### config.mk
export PLATFORM = sky130hd
export DESIGN_NAME = droop_current_sharing
export DESIGN_NICKNAME = d
export VERILOG_FILES = /design/src/dcs_pkg.sv /design/src/dcs_slots.sv /design/src/dcs_mul.sv /design/src/dcs_div.sv /design/src/droop_current_sharing.sv
export SDC_FILE = /design/constraint.sdc
export NUM_CORES = 2
export LEC_CHECK = 0
export ABC_AREA = 0
export BUFFER_PORTS_ARGS = -buffer_cell sky130_fd_sc_hd__buf_2
export CORE_MARGIN = 10
export CORE_UTILIZATION = 45
export DETAILED_ROUTE_END_ITERATION = 7
export PLACE_DENSITY_LB_ADDON = 0.15
export SYNTH_ARGS = -nofsm -noshare
export SYNTH_HDL_FRONTEND = slang
export SYNTH_SLANG_ARGS = --single-unit
### constraint.sdc
create_clock -name clk -period 28 [get_ports clk]
set_clock_uncertainty 0.15 [all_clocks]
set_input_delay 7 -clock clk [delete_from_list [all_inputs] [get_ports clk]]
set_output_delay 7 -clock clk [all_outputs]
set_load 0.005 [all_outputs]
### src/dcs_pkg.sv
package dcs_pkg;

  localparam int NODE_COUNT_DEF = 32;
  localparam int FRAC_BITS_DEF  = 24;
  localparam int SLOT_LIMIT     = 32;

  localparam int DATA_W  = 32;
  localparam int LIM_W   = 31;
  localparam int OP_W    = 2;
  localparam int IDX_W   = 5;
  localparam int LIVE_W  = 6;
  localparam int AGE_W   = 2;
  localparam int CIDX_W  = 2;
  localparam int IN_W    = 72;
  localparam int OUT_W   = 72;

  localparam logic [AGE_W-1:0] NODE_LIFE = AGE_W'(3);

  typedef enum logic [OP_W-1:0] {
    OP_REPORT = 2'd0,
    OP_TICK   = 2'd1,
    OP_RUN    = 2'd2,
    OP_NOP    = 2'd3
  } opcode_t;

  typedef enum logic [CIDX_W-1:0] {
    REG_DROOP_GAIN  = 2'd0,
    REG_SHIFT_GAIN  = 2'd1,
    REG_DROOP_LIMIT = 2'd2,
    REG_NONE        = 2'd3
  } cfg_reg_t;

  typedef enum logic [3:0] {
    S_IDLE,
    S_WALK,
    S_WALK_END,
    S_DIV_START,
    S_DIV_WAIT,
    S_MUL_D,
    S_MUL_S,
    S_CORR,
    S_OUT
  } state_t;

  typedef struct packed {
    logic wr_en;
    logic walk_en;
  } slot_ctl_t;

  typedef struct packed {
    logic busy;
    logic done;
  } div_stat_t;

endpackage

### src/dcs_slots.sv
module dcs_slots #(
  parameter int SLOTS  = 32,
  parameter int SLOT_W = 5
) (
  input  logic                       clk,
  input  logic                       rst_n,
  input  dcs_pkg::slot_ctl_t         ctl,
  input  logic [SLOT_W-1:0]          wr_addr,
  input  logic [dcs_pkg::DATA_W-1:0] wr_data,
  input  logic [SLOT_W-1:0]          rd_addr,
  output logic [dcs_pkg::DATA_W-1:0] rd_data,
  output logic                       rd_live
);
  import dcs_pkg::*;

  logic [DATA_W-1:0] cur_mem [SLOTS];
  logic [AGE_W-1:0]  age_r [SLOTS];
  logic [DATA_W-1:0] rd_data_r;
  logic              rd_live_r;

  always_ff @(posedge clk) begin
    if (ctl.wr_en) begin
      cur_mem[wr_addr] <= wr_data;
    end
    if (ctl.walk_en) begin
      rd_data_r <= cur_mem[rd_addr];
    end
  end

  always_ff @(posedge clk) begin
    if (!rst_n) begin
      for (int i = 0; i < SLOTS; i++) begin
        age_r[i] <= '0;
      end
      rd_live_r <= 1'b0;
    end else begin
      rd_live_r <= ctl.walk_en && (age_r[rd_addr] != '0);
      if (ctl.wr_en) begin
        age_r[wr_addr] <= NODE_LIFE;
      end else if (ctl.walk_en && (age_r[rd_addr] != '0)) begin
        age_r[rd_addr] <= age_r[rd_addr] - AGE_W'(1);
      end
    end
  end

  assign rd_data = rd_data_r;
  assign rd_live = rd_live_r;

endmodule

### src/dcs_mul.sv
module dcs_mul (
  input  logic                                clk,
  input  logic signed [dcs_pkg::DATA_W-1:0]   a,
  input  logic signed [dcs_pkg::DATA_W-1:0]   b,
  output logic signed [2*dcs_pkg::DATA_W-1:0] p
);
  import dcs_pkg::*;

  logic signed [2*DATA_W-1:0] p_r;

  always_ff @(posedge clk) begin
    p_r <= a * b;
  end

  assign p = p_r;

endmodule

### src/dcs_div.sv
module dcs_div #(
  parameter int SUM_W = 38,
  parameter int CNT_W = 6
) (
  input  logic                              clk,
  input  logic                              rst_n,
  input  logic                              start,
  input  logic signed [SUM_W-1:0]           dividend,
  input  logic [CNT_W-1:0]                  divisor,
  output dcs_pkg::div_stat_t                stat,
  output logic signed [dcs_pkg::DATA_W-1:0] quotient
);
  import dcs_pkg::*;

  localparam int STEP_W = $clog2(SUM_W + 1);

  logic [SUM_W-1:0]  q_r;
  logic [CNT_W-1:0]  rem_r;
  logic [CNT_W-1:0]  dvs_r;
  logic              neg_r;
  logic [STEP_W-1:0] step_r;
  logic              done_r;
  logic [CNT_W:0]    trial;
  logic              take;
  logic [SUM_W-1:0]  q_signed;

  assign trial = {rem_r, q_r[SUM_W-1]};
  assign take  = trial >= {1'b0, dvs_r};

  always_ff @(posedge clk) begin
    if (!rst_n) begin
      step_r <= '0;
      done_r <= 1'b0;
    end else begin
      done_r <= 1'b0;
      if (start) begin
        step_r <= STEP_W'(SUM_W);
      end else if (step_r != '0) begin
        step_r <= step_r - STEP_W'(1);
        done_r <= (step_r == STEP_W'(1));
      end
    end
  end

  always_ff @(posedge clk) begin
    if (start) begin
      neg_r <= dividend[SUM_W-1];
      q_r   <= dividend[SUM_W-1] ? -dividend : dividend;
      rem_r <= '0;
      dvs_r <= divisor;
    end else if (step_r != '0) begin
      rem_r <= take ? CNT_W'(trial - {1'b0, dvs_r}) : trial[CNT_W-1:0];
      q_r   <= {q_r[SUM_W-2:0], take};
    end
  end

  assign q_signed  = neg_r ? -q_r : q_r;
  assign quotient  = q_signed[DATA_W-1:0];
  assign stat.busy = step_r != '0;
  assign stat.done = done_r;

endmodule

### src/droop_current_sharing.sv
// Report and no-op words go straight to output. Run words form the droop term,
// then the shift term (one multiplier serves both terms), then the correction.
// Averaging ticks sum the live slots, then divide by the live count (skipped,
// average 0, when no slot is live). Ticks read one slot per cycle, then take
// one quotient bit per cycle. One word at a time: the next is taken in the
// cycle after the result is registered; a waiting result holds it back.
// Synchronous active-low reset clears control, ages, average, count, config.
module droop_current_sharing #(
  parameter int NODE_COUNT = dcs_pkg::NODE_COUNT_DEF,
  parameter int FRAC_BITS  = dcs_pkg::FRAC_BITS_DEF
) (
  input  logic                        clk,
  input  logic                        rst_n,
  input  logic                        cfg_we,
  input  logic [dcs_pkg::CIDX_W-1:0]  cfg_index,
  input  logic [dcs_pkg::DATA_W-1:0]  cfg_wdata,
  input  logic                        in_tvalid,
  output logic                        in_tready,
  // opcode[1:0], node_index[6:2], current_sample[38:7], voltage_reference[70:39]
  input  logic [dcs_pkg::IN_W-1:0]    in_tdata,
  output logic                        out_tvalid,
  input  logic                        out_tready,
  // corrected_voltage[31:0], average_current[63:32], live_node_count[69:64]
  output logic [dcs_pkg::OUT_W-1:0]   out_tdata
);
  import dcs_pkg::*;

  localparam int SLOTS  = (NODE_COUNT < SLOT_LIMIT) ? NODE_COUNT : SLOT_LIMIT;
  localparam int SLOT_W = (SLOTS > 1) ? $clog2(SLOTS) : 1;
  localparam int CNT_W  = $clog2(SLOTS + 1);
  localparam int SUM_W  = DATA_W + CNT_W;

  state_t state_r, state_nxt;

  logic signed [DATA_W-1:0] droop_gain_r, shift_gain_r;
  logic [LIM_W-1:0]         droop_limit_r;

  opcode_t                  in_op;
  logic [IDX_W-1:0]         in_idx;
  logic signed [DATA_W-1:0] in_cur, in_vref;
  logic                     in_fire;

  opcode_t                  op_r;
  logic signed [DATA_W-1:0] cur_r, vref_r;
  logic signed [DATA_W-1:0] avg_r, corr_r, dterm_r;
  logic [CNT_W-1:0]         last_cnt_r, cnt_r;
  logic signed [SUM_W-1:0]  acc_r;
  logic [SLOT_W-1:0]        walk_r;

  logic                     out_tvalid_r;
  logic [OUT_W-1:0]         out_tdata_r;

  slot_ctl_t                slot_ctl;
  logic [DATA_W-1:0]        rd_data;
  logic                     rd_live;

  logic signed [DATA_W-1:0]   mul_a, mul_b;
  logic signed [2*DATA_W-1:0] prod, prod_sh;
  logic signed [DATA_W-1:0]   term;

  logic                     div_start;
  div_stat_t                div_stat;
  logic signed [DATA_W-1:0] quot;

  logic signed [DATA_W+1:0] corr_wide;
  logic signed [DATA_W-1:0] corr_sat;

  logic accum, walk_last, out_load, out_free;

  assign in_op   = opcode_t'(in_tdata[1:0]);
  assign in_idx  = in_tdata[6:2];
  assign in_cur  = in_tdata[38:7];
  assign in_vref = in_tdata[70:39];
  assign in_fire = in_tvalid && in_tready;
  assign out_free  = !out_tvalid_r || out_tready;
  assign walk_last = walk_r == SLOT_W'(SLOTS - 1);

  dcs_slots #(.SLOTS(SLOTS), .SLOT_W(SLOT_W)) u_slots (
    .clk     (clk),
    .rst_n   (rst_n),
    .ctl     (slot_ctl),
    .wr_addr (SLOT_W'(in_idx)),
    .wr_data (in_cur),
    .rd_addr (walk_r),
    .rd_data (rd_data),
    .rd_live (rd_live)
  );

  dcs_mul u_mul (
    .clk (clk),
    .a   (mul_a),
    .b   (mul_b),
    .p   (prod)
  );

  dcs_div #(.SUM_W(SUM_W), .CNT_W(CNT_W)) u_div (
    .clk      (clk),
    .rst_n    (rst_n),
    .start    (div_start),
    .dividend (acc_r),
    .divisor  (cnt_r),
    .stat     (div_stat),
    .quotient (quot)
  );

  // Term: floor(product / 2^FRAC_BITS), clamped to +/- limit.
  assign prod_sh = prod >>> FRAC_BITS;
  always_comb begin
    if (prod_sh > $signed({{(DATA_W+1){1'b0}}, droop_limit_r})) begin
      term = $signed({1'b0, droop_limit_r});
    end else if (prod_sh < -$signed({{(DATA_W+1){1'b0}}, droop_limit_r})) begin
      term = -$signed({1'b0, droop_limit_r});
    end else begin
      term = prod_sh[DATA_W-1:0];
    end
  end

  assign corr_wide = {{2{vref_r[DATA_W-1]}}, vref_r}
                   - {{2{dterm_r[DATA_W-1]}}, dterm_r}
                   + {{2{term[DATA_W-1]}}, term};
  always_comb begin
    if (corr_wide > $signed({3'b000, {(DATA_W-1){1'b1}}})) begin
      corr_sat = {1'b0, {(DATA_W-1){1'b1}}};
    end else if (corr_wide < $signed({3'b111, {(DATA_W-1){1'b0}}})) begin
      corr_sat = {1'b1, {(DATA_W-1){1'b0}}};
    end else begin
      corr_sat = corr_wide[DATA_W-1:0];
    end
  end

  always_comb begin
    state_nxt = state_r;
    unique case (state_r)
      S_IDLE: begin
        if (in_fire) begin
          unique case (in_op)
            OP_TICK: state_nxt = S_WALK;
            OP_RUN:  state_nxt = S_MUL_D;
            default: state_nxt = S_OUT;
          endcase
        end
      end
      S_WALK:      state_nxt = walk_last ? S_WALK_END : S_WALK;
      S_WALK_END:  state_nxt = S_DIV_START;
      S_DIV_START: state_nxt = (cnt_r == '0) ? S_OUT : S_DIV_WAIT;
      S_DIV_WAIT:  state_nxt = div_stat.done ? S_OUT : S_DIV_WAIT;
      S_MUL_D:     state_nxt = S_MUL_S;
      S_MUL_S:     state_nxt = S_CORR;
      S_CORR:      state_nxt = S_OUT;
      S_OUT:       state_nxt = out_free ? S_IDLE : S_OUT;
      default:     state_nxt = S_IDLE;
    endcase
  end

  always_comb begin
    in_tready        = 1'b0;
    slot_ctl.wr_en   = 1'b0;
    slot_ctl.walk_en = 1'b0;
    accum            = 1'b0;
    div_start        = 1'b0;
    out_load         = 1'b0;
    mul_a            = droop_gain_r;
    mul_b            = cur_r;
    unique case (state_r)
      S_IDLE: begin
        in_tready      = 1'b1;
        slot_ctl.wr_en = in_fire && (in_op == OP_REPORT)
                         && ({1'b0, in_idx} < (IDX_W + 1)'(SLOTS));
      end
      S_WALK: begin
        slot_ctl.walk_en = 1'b1;
        accum            = rd_live;
      end
      S_WALK_END:  accum = rd_live;
      S_DIV_START: div_start = cnt_r != '0;
      S_MUL_S: begin
        mul_a = shift_gain_r;
        mul_b = avg_r;
      end
      S_OUT:   out_load = out_free;
      default: ;
    endcase
  end

  always_ff @(posedge clk) begin
    if (!rst_n) begin
      state_r       <= S_IDLE;
      droop_gain_r  <= '0;
      shift_gain_r  <= '0;
      droop_limit_r <= '0;
      avg_r         <= '0;
      last_cnt_r    <= '0;
      out_tvalid_r  <= 1'b0;
    end else begin
      state_r <= state_nxt;
      if (cfg_we) begin
        unique case (cfg_reg_t'(cfg_index))
          REG_DROOP_GAIN:  droop_gain_r  <= cfg_wdata;
          REG_SHIFT_GAIN:  shift_gain_r  <= cfg_wdata;
          REG_DROOP_LIMIT: droop_limit_r <= cfg_wdata[LIM_W-1:0];
          default: ;
        endcase
      end
      if (state_r == S_DIV_START) begin
        last_cnt_r <= cnt_r;
        if (cnt_r == '0) begin
          avg_r <= '0;
        end
      end
      if ((state_r == S_DIV_WAIT) && div_stat.done) begin
        avg_r <= quot;
      end
      if (out_load) begin
        out_tvalid_r <= 1'b1;
      end else if (out_tready) begin
        out_tvalid_r <= 1'b0;
      end
    end
  end

  always_ff @(posedge clk) begin
    if (in_fire) begin
      op_r   <= in_op;
      cur_r  <= in_cur;
      vref_r <= in_vref;
      corr_r <= '0;
      acc_r  <= '0;
      cnt_r  <= '0;
      walk_r <= '0;
    end
    if (slot_ctl.walk_en) begin
      walk_r <= walk_r + SLOT_W'(1);
    end
    if (accum) begin
      acc_r <= acc_r + {{CNT_W{rd_data[DATA_W-1]}}, rd_data};
      cnt_r <= cnt_r + CNT_W'(1);
    end
    if (state_r == S_MUL_S) begin
      dterm_r <= term;
    end
    if ((state_r == S_CORR) && (op_r == OP_RUN)) begin
      corr_r <= corr_sat;
    end
    if (out_load) begin
      out_tdata_r <= {(OUT_W - 2*DATA_W - LIVE_W)'(0), LIVE_W'(last_cnt_r), avg_r, corr_r};
    end
  end

  assign out_tvalid = out_tvalid_r;
  assign out_tdata  = out_tdata_r;

`ifndef SYNTH
  a_wr_idle: assert property (@(posedge clk) disable iff (!rst_n)
    slot_ctl.wr_en |-> (state_r == S_IDLE))
    else $error("slot write outside idle");
  a_div_quiet: assert property (@(posedge clk) disable iff (!rst_n)
    in_tready |-> !div_stat.busy)
    else $error("divider busy while accepting");
  a_cnt_range: assert property (@(posedge clk) disable iff (!rst_n)
    (state_r == S_DIV_START) |-> (cnt_r <= CNT_W'(SLOTS)))
    else $error("live count above slot count");
  a_div_done: assert property (@(posedge clk) disable iff (!rst_n)
    ((state_r == S_DIV_WAIT) && div_stat.done) |=> (state_r == S_OUT))
    else $error("divider result not forwarded");
`endif

endmodule

==> metrics.csv <==
metric;value;unit
grt_max_degree;125;
ant_nets;0;
total_power;9.22;mW
status;completed;
critPathArrivalTime;13.21;ns
path_class;reg2reg;
slew_violations;0;
initialDrtViolationCount;4998;
worst_skew_pair.late_latency;0.84;ns
hp-class;reg2reg;
grt_pass1_vias;69000;
min_period;12.65;ns
path_buf_inv;8;
layout.cells.non_filler;11800;
area_growth;9.76;%
drcViolationCount;0;
max_stage_delay;0.93;ns
syn-cell-area;106000;um^2
wirelength;297000;um
clkTransAtPathRegs;0.06;ns
nets;10100;
gp_congestion;0.905;
vdd_drop_max;85.5;uV
grt_setup_unrepaired;no;
multiInputGateArea;53200;um^2
dieArea;255000;um^2
dpl.hpwl;213000;um
tightestPinTransition;1.32;ns
power_density;79.5;nW/um^2
placed_cells;11500;
cp_common_cell;fa_1;
postCtsHoldBufs;0;
fin_util;49.7;%
cts_inserted_buffers;167;
worstSetupStartpointType;register;
worstPathRequired;28.57;ns
fillers;20400;
cts_sinks;1611;
dominantRegCellSynth;edfxtp_1;
grt_first_pass_wirelength;446000;um
ys_seq_area_share;43.9;%
cts_root_buf;clkbuf_16;
synth_area_per_cell;12.5;um^2
finalCritPeriodShare;45.2;%
floorplan.die.height;505;um
vias;65200;
pin_count;185;
cpMaxStageDelayCell;mux2_2;
rows;177;
synth_warnings;0;
grt_remaining_overflow;0;
htree_levels;4;
async_flop_share;0;%
fp.dieW;505;um
ctsResizeCount;0;
setup_tns;0;ns
via_per_inst;5.52;
grtUsageTotal;23.1;%
max-slew-margin-rel;9.47;%
p_leak;44.6;nW
end_kind;register;
post_cts_buffers;0;
cts_tree;done;
drt-pass1-iter-count;6;
cts_max_path_buffers;3;
synth_edf_count;1414;
drive_gt1_share;12.5;%
ys_types;86;
port-buffer-count;181;
setup_ws;15.35;ns
antenna_found_initial;34;
regArea;46400;um^2
setup_violations;0;
critPathTopFamily;adder cells;
synth_cells;8458;
crit_fanout;53;
drt-wirelength-per-cell;25.1;um
core;233000;um^2
synth-seq-cells;1611;
hold_viol_final;0;
max_freq;0.0791;GHz
preCtsSetupSlack;15.32;ns
start_util;45.3;%
cap_violations;0;
## where the power goes
part	leakage [nW]	switching (mW)	total (mW)	internal, mW
Clock	2.70	0.980	2.27	1.29
Combinational	27.3	2.39	3.98	1.59
Sequential	14.6	0.163	2.97	2.81
## worst paths after layout
path	from	to	slack [ns]	cells after the start
setup / recovery	state_r[1]	u_mul.p[61]	15.35	30
setup reg to reg	state_r[1]	u_mul.p[61]	15.35	30
hold reg to reg	corr_r[3]	out_tdata[3]	0.27	0
hold / removal	corr_r[3]	out_tdata[3]	0.27	0
## cell usage in the layout (no fill, tap or decap), types with 105 or more instances in the layout
cell          n
clkbuf_16   169
dfxtp_1     197
ha_1        363
buf_2       180
nor2_1      402
mux2_2      105
o21ai_0     214
a21oi_1     149
buf_4       127
xnor2_1     122
inv_1      1322
fa_1       1116
nand2_1    1157
edfxtp_1   1414
mux4_2      334
## synthesized netlist by cell type, types with 105 or more instances
cell type,count,share of area [%]
ha_1,363,4.3
dfxtp_1,197,3.7
o21ai_0,214,1.0
xnor2_1,122,1.0
nand2_1,1158,4.1
mux4_2,334,7.1
edfxtp_1,1414,40
mux2_2,105,1.1
a21oi_1,150,0.71
inv_1,1324,4.7
nor2_1,435,1.5
clkbuf_1,343,1.2
fa_1,1116,21
## flip-flops by register name, indices dropped and copies added (netlist names), 31 cells and up, named ones only
| signal | cells |
|---|---|
| vref_r | 32 |
| shift_gain_r | 32 |
| u_div.q_r | 38 |
| dterm_r | 32 |
| u_slots.rd_data | 32 |
| u_slots.cur_mem | 1024 |
| u_mul.p | 40 |
| corr_r | 32 |
| avg_r | 32 |
| cur_r | 32 |
| droop_gain_r | 32 |
| u_slots.age_r | 64 |
| out_tdata | 70 |
| acc_r | 38 |
| droop_limit_r | 31 |
## area by class of cell
cell class,count,share of cell area [%]
Sequential cell,1611,40.0
Clock inverter,95,1.02
Tap cell,3132,3.38
Timing Repair Buffer,309,1.63
Clock buffer,210,3.80
Antenna cell,7,0.0151
Inverter,1325,4.29
Multi-Input combinational cell,5124,45.8
## logic make-up after synthesis
| group | synth area share, % |
|---|---|
| compound gates | 5.20 |
| flops | 43.9 |
| other cells | 0.00355 |
| mux | 8.99 |
| buf+inv | 6.15 |
| simple gates | 8.56 |
| xor+xnor | 1.75 |
| fa+ha+maj | 25.4 |
## metrics by stage
stage / instance area [um^2] / hold WS, ns
finish: 116000 / 0.266
global route: 116000 / 0.282
CTS: 116000 / 0.271
detailed placement: 110000 / 0.257
global placement: 110000 / 0.257
floorplan: 106000 / 0.250
## worst register-to-register path: cells and delay by family (launching register included)
| kind | cells | cell delay, ns |
|---|---|---|
| AOI/OAI and AO/OA | 8 | 2.86 |
| buffers and inverters | 8 | 2.49 |
| adders and majority gates | 9 | 4.39 |
| DFF | 1 | 0.60 |
| muxes | 1 | 0.98 |
| and+or+nand+nor | 4 | 1.09 |
## layer usage
metal  vias to the layer above  global-route usage (%)  share of wire (%)
met1                     34000                    30.0                 41
li1                      28600                       -                  -
met2                      2046                    39.1                 49
met5                         -                       0              0.071
met3                       530                    4.21                6.0
met4                        32                    7.87                3.8
No activity file was read; power rests on OpenSTA's default activity.
